==> src/rtl/assert_macros.svh <==
// assertion helpers for the rtl files, included by run_literal_rle_encoder
// expects signals named clk and rst_n in the including module
`ifndef ASSERT_MACROS_SVH
`define ASSERT_MACROS_SVH

// condition holds on every clock edge outside reset
`define CHK_ALWAYS(lbl, expr, msg) \
  lbl: assert property (@(posedge clk) disable iff (!rst_n) (expr)) else $error(msg);

// antecedent implies consequent in the same cycle
`define CHK_IMPLY(lbl, ante, cons, msg) \
  lbl: assert property (@(posedge clk) disable iff (!rst_n) (ante) |-> (cons)) \
    else $error(msg);

// antecedent implies consequent in the next cycle
`define CHK_NEXT(lbl, ante, cons, msg) \
  lbl: assert property (@(posedge clk) disable iff (!rst_n) (ante) |=> (cons)) \
    else $error(msg);

`endif

==> src/rtl/rle_pkg.sv <==
// shared types and constants of the run/literal encoder
// no dependencies
package rle_pkg;

  // encoded bytes per result word
  localparam int unsigned BYTES_PER_WORD = 4;
  // shortest run that is coded as a run
  localparam int unsigned MIN_RUN = 3;
  // control byte base for runs, a run of n codes as base + n - MIN_RUN
  localparam logic [7:0] RUN_CTL_BASE = 8'h80;
  localparam logic [7:0] RUN_CTL_BIAS = RUN_CTL_BASE - 8'(MIN_RUN);

  // request from the sequencer to the word packer
  typedef struct packed {
    logic       byte_vld;  // one encoded byte offered
    logic [7:0] data;      // the encoded byte
    logic       flush;     // close the word of this transaction
    logic       last;      // the transaction ends the block
  } pk_req_t;

endpackage

==> src/rtl/rle_packer.sv <==
// packs the encoded byte stream four bytes to a word and holds the output register
// depends on rle_pkg
module rle_packer (
  input  logic             clk,
  input  logic             rst_n,
  input  rle_pkg::pk_req_t req,
  output logic             ready,
  output logic             out_valid,
  input  logic             out_stall,
  output logic [31:0]      out_packed_bytes,
  output logic [2:0]       out_byte_count,
  output logic             out_end_of_item,
  output logic             out_end_of_block
);
  import rle_pkg::*;

  localparam logic [2:0] FULL = 3'(BYTES_PER_WORD);

  logic [31:0] acc_r, acc_nxt;
  logic [2:0]  cnt_r, cnt_nxt;
  logic        out_valid_r, out_valid_nxt;
  logic [31:0] out_data_r;
  logic [2:0]  out_cnt_r;
  logic        out_eoi_r, out_eob_r;
  logic        load_ok, push;

  // output register can take a word this cycle
  assign load_ok = !out_valid_r || !out_stall;

  always_comb begin
    if (req.byte_vld) begin
      ready = (cnt_r != FULL) || load_ok;
    end else begin
      ready = (cnt_r == 3'd0) || load_ok;
    end
  end

  // a word leaves when a fifth byte arrives or the transaction closes with bytes held
  assign push = ready && ((req.byte_vld && cnt_r == FULL) || (req.flush && cnt_r != 3'd0));

  // accumulator update
  always_comb begin
    acc_nxt = acc_r;
    cnt_nxt = cnt_r;
    if (req.byte_vld && ready) begin
      if (cnt_r == FULL) begin
        acc_nxt = {24'd0, req.data};
        cnt_nxt = 3'd1;
      end else begin
        acc_nxt[8*cnt_r[1:0] +: 8] = req.data;
        cnt_nxt = cnt_r + 3'd1;
      end
    end else if (req.flush && ready) begin
      acc_nxt = '0;
      cnt_nxt = 3'd0;
    end
  end

  // output valid
  always_comb begin
    if (push) begin
      out_valid_nxt = 1'b1;
    end else if (out_valid_r && !out_stall) begin
      out_valid_nxt = 1'b0;
    end else begin
      out_valid_nxt = out_valid_r;
    end
  end

  // control registers
  always_ff @(posedge clk) begin
    if (!rst_n) begin
      acc_r       <= '0;
      cnt_r       <= 3'd0;
      out_valid_r <= 1'b0;
    end else begin
      acc_r       <= acc_nxt;
      cnt_r       <= cnt_nxt;
      out_valid_r <= out_valid_nxt;
    end
  end

  // output payload
  always_ff @(posedge clk) begin
    if (push) begin
      out_data_r <= acc_r;
      out_cnt_r  <= cnt_r;
      out_eoi_r  <= req.flush;
      out_eob_r  <= req.flush && req.last;
    end
  end

  assign out_valid        = out_valid_r;
  assign out_packed_bytes = out_data_r;
  assign out_byte_count   = out_cnt_r;
  assign out_end_of_item  = out_eoi_r;
  assign out_end_of_block = out_eob_r;

endmodule

==> src/rtl/run_literal_rle_encoder.sv <==
// top level of the run/literal byte encoder: run tracking, literal store, sequencer
// depends on rle_pkg, rle_packer and assert_macros.svh
//
//  channel | ports                                  | direction
//  --------+----------------------------------------+----------
//  input   | in_valid in_stall in_data_byte ...     | byte in
//  output  | out_valid out_stall out_packed_bytes ..| words out
//
// a byte that extends the open run leaves the sequencer idle unless it ends the block; any
// other byte goes to the close step, which writes each short-run byte to the store, sends
// each encoded byte, starts a pass for each long run or literal chunk without a full store,
// and makes a close pass on the block's last byte. literal flushes read the store one entry
// a cycle while the packer is ready. output stalls hold the sequencer until the packer drains.
// reset is synchronous; the store needs no clearing pass, entries are read only after writing.
module run_literal_rle_encoder #(
  parameter int unsigned MAX_LITERAL = 128,
  parameter int unsigned MAX_RUN     = 130
) (
  input  logic        clk,
  input  logic        rst_n,
  input  logic        in_valid,
  output logic        in_stall,
  input  logic [7:0]  in_data_byte,
  input  logic        in_last_of_block,
  output logic        out_valid,
  input  logic        out_stall,
  output logic [31:0] out_packed_bytes,
  output logic [2:0]  out_byte_count,
  output logic        out_end_of_item,
  output logic        out_end_of_block
);
  import rle_pkg::*;

  `include "assert_macros.svh"

  localparam int unsigned AW  = (MAX_LITERAL > 1) ? $clog2(MAX_LITERAL) : 1;
  localparam int unsigned CW  = $clog2(MAX_LITERAL + 1);
  localparam int unsigned RLW = $clog2(MAX_RUN + 1);

  typedef enum logic [2:0] {
    S_IDLE,
    S_CLOSE,
    S_LCTL,
    S_LDATA,
    S_RUNCTL,
    S_RUNVAL
  } state_t;

  state_t         state_r, state_nxt;
  logic           cur_last_r, cur_last_nxt;
  logic           final_r, final_nxt;
  logic [7:0]     run_val_r, run_val_nxt;
  logic [RLW-1:0] run_len_r, run_len_nxt;
  logic [7:0]     close_val_r, close_val_nxt;
  logic [RLW-1:0] close_len_r, close_len_nxt;
  logic [CW-1:0]  lit_cnt_r, lit_cnt_nxt;
  logic [AW-1:0]  idx_r, idx_nxt;

  logic [7:0]     lit_mem [MAX_LITERAL];
  logic [7:0]     rdata_r;
  logic           mem_we;
  logic [AW-1:0]  mem_waddr, mem_raddr;

  pk_req_t        pk_req;
  logic           pk_ready;
  logic           extend;

  // byte continues the open run
  assign extend = (run_len_r != '0) && (in_data_byte == run_val_r) &&
                  (run_len_r < RLW'(MAX_RUN));

  assign in_stall = (state_r != S_IDLE);

  // sequencer
  always_comb begin
    state_nxt     = state_r;
    cur_last_nxt  = cur_last_r;
    final_nxt     = final_r;
    run_val_nxt   = run_val_r;
    run_len_nxt   = run_len_r;
    close_val_nxt = close_val_r;
    close_len_nxt = close_len_r;
    lit_cnt_nxt   = lit_cnt_r;
    idx_nxt       = idx_r;
    mem_we        = 1'b0;
    mem_waddr     = lit_cnt_r[AW-1:0];
    mem_raddr     = idx_r;
    pk_req        = '0;
    case (state_r)
      S_IDLE: begin
        if (in_valid) begin
          cur_last_nxt = in_last_of_block;
          if (extend) begin
            run_len_nxt = run_len_r + RLW'(1);
            if (in_last_of_block) begin
              state_nxt = S_CLOSE;
            end
          end else begin
            close_val_nxt = run_val_r;
            close_len_nxt = run_len_r;
            run_val_nxt   = in_data_byte;
            run_len_nxt   = RLW'(1);
            state_nxt     = S_CLOSE;
          end
        end
      end
      S_CLOSE: begin
        if (close_len_r >= RLW'(MIN_RUN)) begin
          // long run: pending literals go first
          if (lit_cnt_r != '0) begin
            state_nxt = S_LCTL;
          end else begin
            state_nxt = S_RUNCTL;
          end
        end else if (close_len_r != '0) begin
          // short run: one literal into the store per cycle
          mem_we        = 1'b1;
          lit_cnt_nxt   = lit_cnt_r + CW'(1);
          close_len_nxt = close_len_r - RLW'(1);
          if (lit_cnt_r + CW'(1) == CW'(MAX_LITERAL)) begin
            state_nxt = S_LCTL;
          end
        end else if (final_r && lit_cnt_r != '0) begin
          state_nxt = S_LCTL;
        end else if (!final_r && cur_last_r) begin
          // block end: close the open run, which holds this byte
          close_val_nxt = run_val_r;
          close_len_nxt = run_len_r;
          run_val_nxt   = 8'd0;
          run_len_nxt   = '0;
          final_nxt     = 1'b1;
        end else begin
          pk_req.flush = 1'b1;
          pk_req.last  = cur_last_r;
          if (pk_ready) begin
            final_nxt    = 1'b0;
            cur_last_nxt = 1'b0;
            state_nxt    = S_IDLE;
          end
        end
      end
      S_LCTL: begin
        // literal chunk header, store entry 0 is fetched meanwhile
        pk_req.byte_vld = 1'b1;
        pk_req.data     = 8'(lit_cnt_r - CW'(1));
        mem_raddr       = '0;
        if (pk_ready) begin
          idx_nxt   = '0;
          state_nxt = S_LDATA;
        end
      end
      S_LDATA: begin
        pk_req.byte_vld = 1'b1;
        pk_req.data     = rdata_r;
        if (pk_ready) begin
          if (CW'(idx_r) + CW'(1) == lit_cnt_r) begin
            lit_cnt_nxt = '0;
            state_nxt   = S_CLOSE;
          end else begin
            idx_nxt   = idx_r + AW'(1);
            mem_raddr = idx_r + AW'(1);
          end
        end
      end
      S_RUNCTL: begin
        pk_req.byte_vld = 1'b1;
        pk_req.data     = 8'(close_len_r) + RUN_CTL_BIAS;
        if (pk_ready) begin
          state_nxt = S_RUNVAL;
        end
      end
      S_RUNVAL: begin
        pk_req.byte_vld = 1'b1;
        pk_req.data     = close_val_r;
        if (pk_ready) begin
          close_len_nxt = '0;
          state_nxt     = S_CLOSE;
        end
      end
      default: begin
        state_nxt = S_IDLE;
      end
    endcase
  end

  // state and control registers
  always_ff @(posedge clk) begin
    if (!rst_n) begin
      state_r     <= S_IDLE;
      cur_last_r  <= 1'b0;
      final_r     <= 1'b0;
      run_val_r   <= 8'd0;
      run_len_r   <= '0;
      close_val_r <= 8'd0;
      close_len_r <= '0;
      lit_cnt_r   <= '0;
      idx_r       <= '0;
    end else begin
      state_r     <= state_nxt;
      cur_last_r  <= cur_last_nxt;
      final_r     <= final_nxt;
      run_val_r   <= run_val_nxt;
      run_len_r   <= run_len_nxt;
      close_val_r <= close_val_nxt;
      close_len_r <= close_len_nxt;
      lit_cnt_r   <= lit_cnt_nxt;
      idx_r       <= idx_nxt;
    end
  end

  // literal store with a registered read port; read data is used only in the literal states, never while writing
  always_ff @(posedge clk) begin
    if (mem_we) begin
      lit_mem[mem_waddr] <= close_val_r;
    end
    rdata_r <= lit_mem[mem_raddr];
  end

  rle_packer u_packer (
    .clk              (clk),
    .rst_n            (rst_n),
    .req              (pk_req),
    .ready            (pk_ready),
    .out_valid        (out_valid),
    .out_stall        (out_stall),
    .out_packed_bytes (out_packed_bytes),
    .out_byte_count   (out_byte_count),
    .out_end_of_item  (out_end_of_item),
    .out_end_of_block (out_end_of_block)
  );

  // checks
  `CHK_ALWAYS(a_lit_cnt_range, lit_cnt_r <= CW'(MAX_LITERAL), "literal count overflow")
  `CHK_IMPLY(a_idle_clean, state_r == S_IDLE, close_len_r == '0 && !final_r, "idle with work left")
  `CHK_IMPLY(a_word_count, out_valid, out_byte_count != 3'd0 && out_byte_count <= 3'd4, "bad byte count")
  `CHK_IMPLY(a_eob_eoi, out_valid && out_end_of_block, out_end_of_item, "block end not item end")
  `CHK_NEXT(a_last_flushes, in_valid && !in_stall && in_last_of_block, state_r == S_CLOSE, "last byte not closed")

endmodule
==> config.mk <==
export PLATFORM = sky130hd
export DESIGN_NAME = run_literal_rle_encoder
export DESIGN_NICKNAME = d
export VERILOG_FILES = /design/src/rtl/rle_pkg.sv /design/src/rtl/rle_packer.sv /design/src/rtl/run_literal_rle_encoder.sv
export VERILOG_INCLUDE_DIRS = /design/src /design/src/rtl
export SDC_FILE = /design/constraint.sdc
export NUM_CORES = 2
export LEC_CHECK = 0
export BUFFER_PORTS_ARGS = -buffer_cell sky130_fd_sc_hd__buf_2
export CORE_MARGIN = 4
export CORE_UTILIZATION = 56
export DETAILED_ROUTE_END_ITERATION = 10
export MAX_ROUTING_LAYER = met4
export PLACE_DENSITY = 0.69
export SLEW_MARGIN = 20
export SYNTH_ARGS = -nofsm -noshare
export SYNTH_HDL_FRONTEND = slang
export SYNTH_SLANG_ARGS = --single-unit
==> constraint.sdc <==
create_clock -name clk -period 7.8 [get_ports clk]
set_input_delay 0.78 -clock clk [delete_from_list [all_inputs] [get_ports clk]]
set_output_delay 0.78 -clock clk [all_outputs]
set_load 0.005 [all_outputs]
==> impl_metrics.ini <==
[status]
status = complete, no violations

[synth]
async_flop_share = 0
yosysTopAreaCell = edfxtp_1
synthFlopType = edfxtp_1
synth_area_per_cell_sq_um = 12.9
ys_ff_latch = 1157
synth_warnings = 0
syn_inst = 3673
synth_fp_nets = 3700
synth_area_leaders = edfxtp_1 (67%), nand2_1 (5.8%), dfxtp_1 (4.0%), nand3_1 (2.0%), mux2i_1 (1.9%)
synth_edf_count = 1061
seq_area_frac_synth = 0.712
synth_commonest_cells = edfxtp_1 (1061), nand2_1 (732), nor2_1 (225), nand3_1 (192), a21oi_1 (137)
synth_top_area_frac = 0.671
ys_types = 82
netlist_area_sq_um = 47500
yosysMostFrequentCell = edfxtp_1

[pwr]
ir_worst_vdd_v = 0.000230
p_per_area_nw_per_um2 = 270
total_power_mw = 14.1
p_leak_nw = 16.9

[clock_network]
cts_resized = 0
clk_path_buf_depth = 3
cts_made_buffers = 113
cts_num_sinks = 1157
insertion_delay_ns = 0.71
root_buffer = clkbuf_16
post_cts_buffers = 0
cts.htree.levels = 3
cts_tree = done
cts_hold_buf = 0
cts.clk_slew.worst_paths_ns = 0.07

[setup_path]
crit_type = reg2reg
crit_end = rdata_r[7]
crit_chain = inv_1 > ha_1 > nand2b_1 > a21o_1 > nand2_1 > nor2_1 > nand3_1 > nand2_8 > buf_4 > mux2i_1 > o31ai_1 > a311oi_1 > o211ai_1 > a211oi_1 > nor4_1
rr_endpoint = rdata_r[7]
rr_worst_depth = 15
startpoint_type = register
crit_buf_inv = 2
crit_start = state_r[2]
worstReg2RegStart = state_r[2]
crit_family = compound AO/OA/AOI/OAI gates
crit_cells = 15
cp_slowest_cell = a311oi_1
endpoint_kind = register
rrSetupSlack_ns = 1.55
worst-endpoint-arrival_ns = 6.82
cpPeakStageDelay_ns = 0.80
cp_max_fo = 91
crit_required_ns = 8.37

[timing]
rsz0062_at_grt = false
maxSlewHeadroom = 0.175
hold_violations = 0
period_share = 0.802
max_freq_mhz = 160
setup_violations = 0
skew_ns = 0.0296
tns_ns = 0
worst_pin_slew_ns = 1.23
slew_violations = 0
min_period_ns = 6.25

[global_routing]
grt_usage = 0.308
antenna_found_initial = 6
grt_max_degree = 117
grt_overflow = 0
grt_pass1_wl_um = 198000
first_global_vias = 29500

[drt]
dr.pass1.iters = 6
drc = 0
viasPerCell = 6.42
drtIter0Drc = 4059
wl_um = 136000
wl_per_cell_um = 27.8
num_vias = 31400
ant_nets = 0

[layout]
drive_gt1_frac = 0.0841
syn2layout_area_growth_pct = 10.3
num-nets-final = 3690

[place]
port_buffers = 51
dp_hpwl_um = 81600
gp_congestion = 0.938

[floorplanning]
design.portCount = 52
start_util = 0.566
core_area_sq_um = 83800
die_area_sq_um = 89500
die_h_um = 299
fp.dieW_um = 299
rows = 106

[run]
maxCapViolCount = 0

[min_path]
min_path_type = in2reg
[final cells by class]
type,count,area (sq um)
multi-input cells,2269,12700
flip-flops and latches,1157,33800
diodes,3,7.51
fillers,6426,31500
well taps,1134,1420
clock buffers,137,2950
clock inverters,71,634
repair buffers,107,763
inverters,15,56.3
[cells by family (layout without fill, tap and decap cells)]
family,after synthesis,count (layout),synth area share
flops,1157,1157,0.712
fa+ha+maj,14,14,0.00369
buf+inv,247,330,0.0234
xor+xnor,35,35,0.00685
mux,100,100,0.0213
simple gates,1451,1451,0.137
compound gates,669,669,0.0962
other cells,0,3,0
[where the power goes]
group / switching (mW) / internal [mW]
clock: 2.35 / 2.96
sequential: 0.259 / 7.10
combinational: 1.04 / 0.398
total: 3.65 / 10.5
[per-stage QoR]
stage | util | cell area [sq um] | setup WS, ns | hold slack (ns) | instances
after detailed placement | 0.581 | 48700 | 1.76 | 0.417 | 4681
after global placement | 0.581 | 48700 | 1.83 | 0.413 | 4681
after floorplan | - | 47500 | 3.77 | 0.409 | 3673
after CTS | 0.624 | 52300 | 1.75 | 0.351 | 4889
final | 0.624 | 52300 | 1.55 | 0.388 | 4893
after global routing | 0.624 | 52300 | 1.32 | 0.368 | 4893
[worst min-delay path by stage]
| stage | slack (ns) | endpoint | cells after the start | start |
|---|---|---|---|---|
| after floorplan | 0.41 | u_packer.out_packed_bytes[0] | 0 | u_packer.acc_r[0] |
| after global placement | 0.41 | u_packer.out_packed_bytes[31] | 0 | u_packer.acc_r[31] |
| after detailed placement | 0.42 | u_packer.out_packed_bytes[19] | 0 | u_packer.acc_r[19] |
| after CTS | 0.35 | cur_last_r | 3 | in_last_of_block |
| after global routing | 0.37 | cur_last_r | 3 | in_last_of_block |
| final | 0.39 | cur_last_r | 3 | in_last_of_block |
[sequential cells by signal, indices dropped and copies added (netlist names)]
name,count
close_val_r,8
u_packer.out_end_of_item,1
run_len_r,8
u_packer.out_end_of_block,1
u_packer.acc_r,32
run_val_r,8
u_packer.out_packed_bytes,32
lit_mem,1024
u_packer.cnt_r,3
u_packer.out_byte_count,3
final_r,1
u_packer.out_valid,1
cur_last_r,1
state_r,3
lit_cnt_r,8
close_len_r,8
idx_r,7
rdata_r,8
[metal layers]
layer / vias up / GRT usage / routed length, um
li1: 13800 / - / -
met1: 15500 / 0.408 / 51900
met2: 1818 / 0.467 / 62800
met3: 358 / 0.0693 / 14500
met4: 0 / 0.128 / 6750
met5: - / - / 0
[worst register-to-register path: cells and delay by family (launching register included)]
family                     cells  cell delay [ns]
AOI/OAI and AO/OA              5             2.24
and+or+nand+nor                6             1.87
muxes                          1             0.27
adders and majority gates      1             0.42
DFF                            1             0.58
buffers and inverters          2             0.74
[placed cells by master (no fill, tap or decap), types with 10 or more instances in the layout]
cell type / netlist / layout
clkbuf_16: 0 / 114
a211oi_1: 107 / 106
xnor2_1: 16 / 16
clkinv_2: 0 / 17
nand4_1: 24 / 24
mux2i_1: 92 / 92
and2_1: 12 / 11
a22oi_1: 39 / 39
clkbuf_1: 93 / 22
buf_2: 80 / 51
clkinv_1: 0 / 32
nor2_1: 225 / 221
o21ai_0: 77 / 76
nand3_1: 192 / 190
a21o_1: 16 / 15
edfxtp_1: 1061 / 1061
and3_1: 97 / 97
nor2b_1: 69 / 69
o211a_1: 10 / 10
nor3_1: 31 / 31
inv_1: 15 / 15
nor4_1: 16 / 15
buf_4: 8 / 49
o22ai_1: 11 / 10
dfxtp_1: 96 / 88
nand2b_1: 10 / 10
a32oi_1: 25 / 25
a31oi_1: 107 / 107
a21oi_1: 137 / 137
o211ai_1: 14 / 14
ha_1: 14 / 14
a311oi_1: 40 / 40
xor2_1: 18 / 18
nand2_1: 732 / 732
o31ai_1: 10 / 10
(Power assumes the default switching activity.)
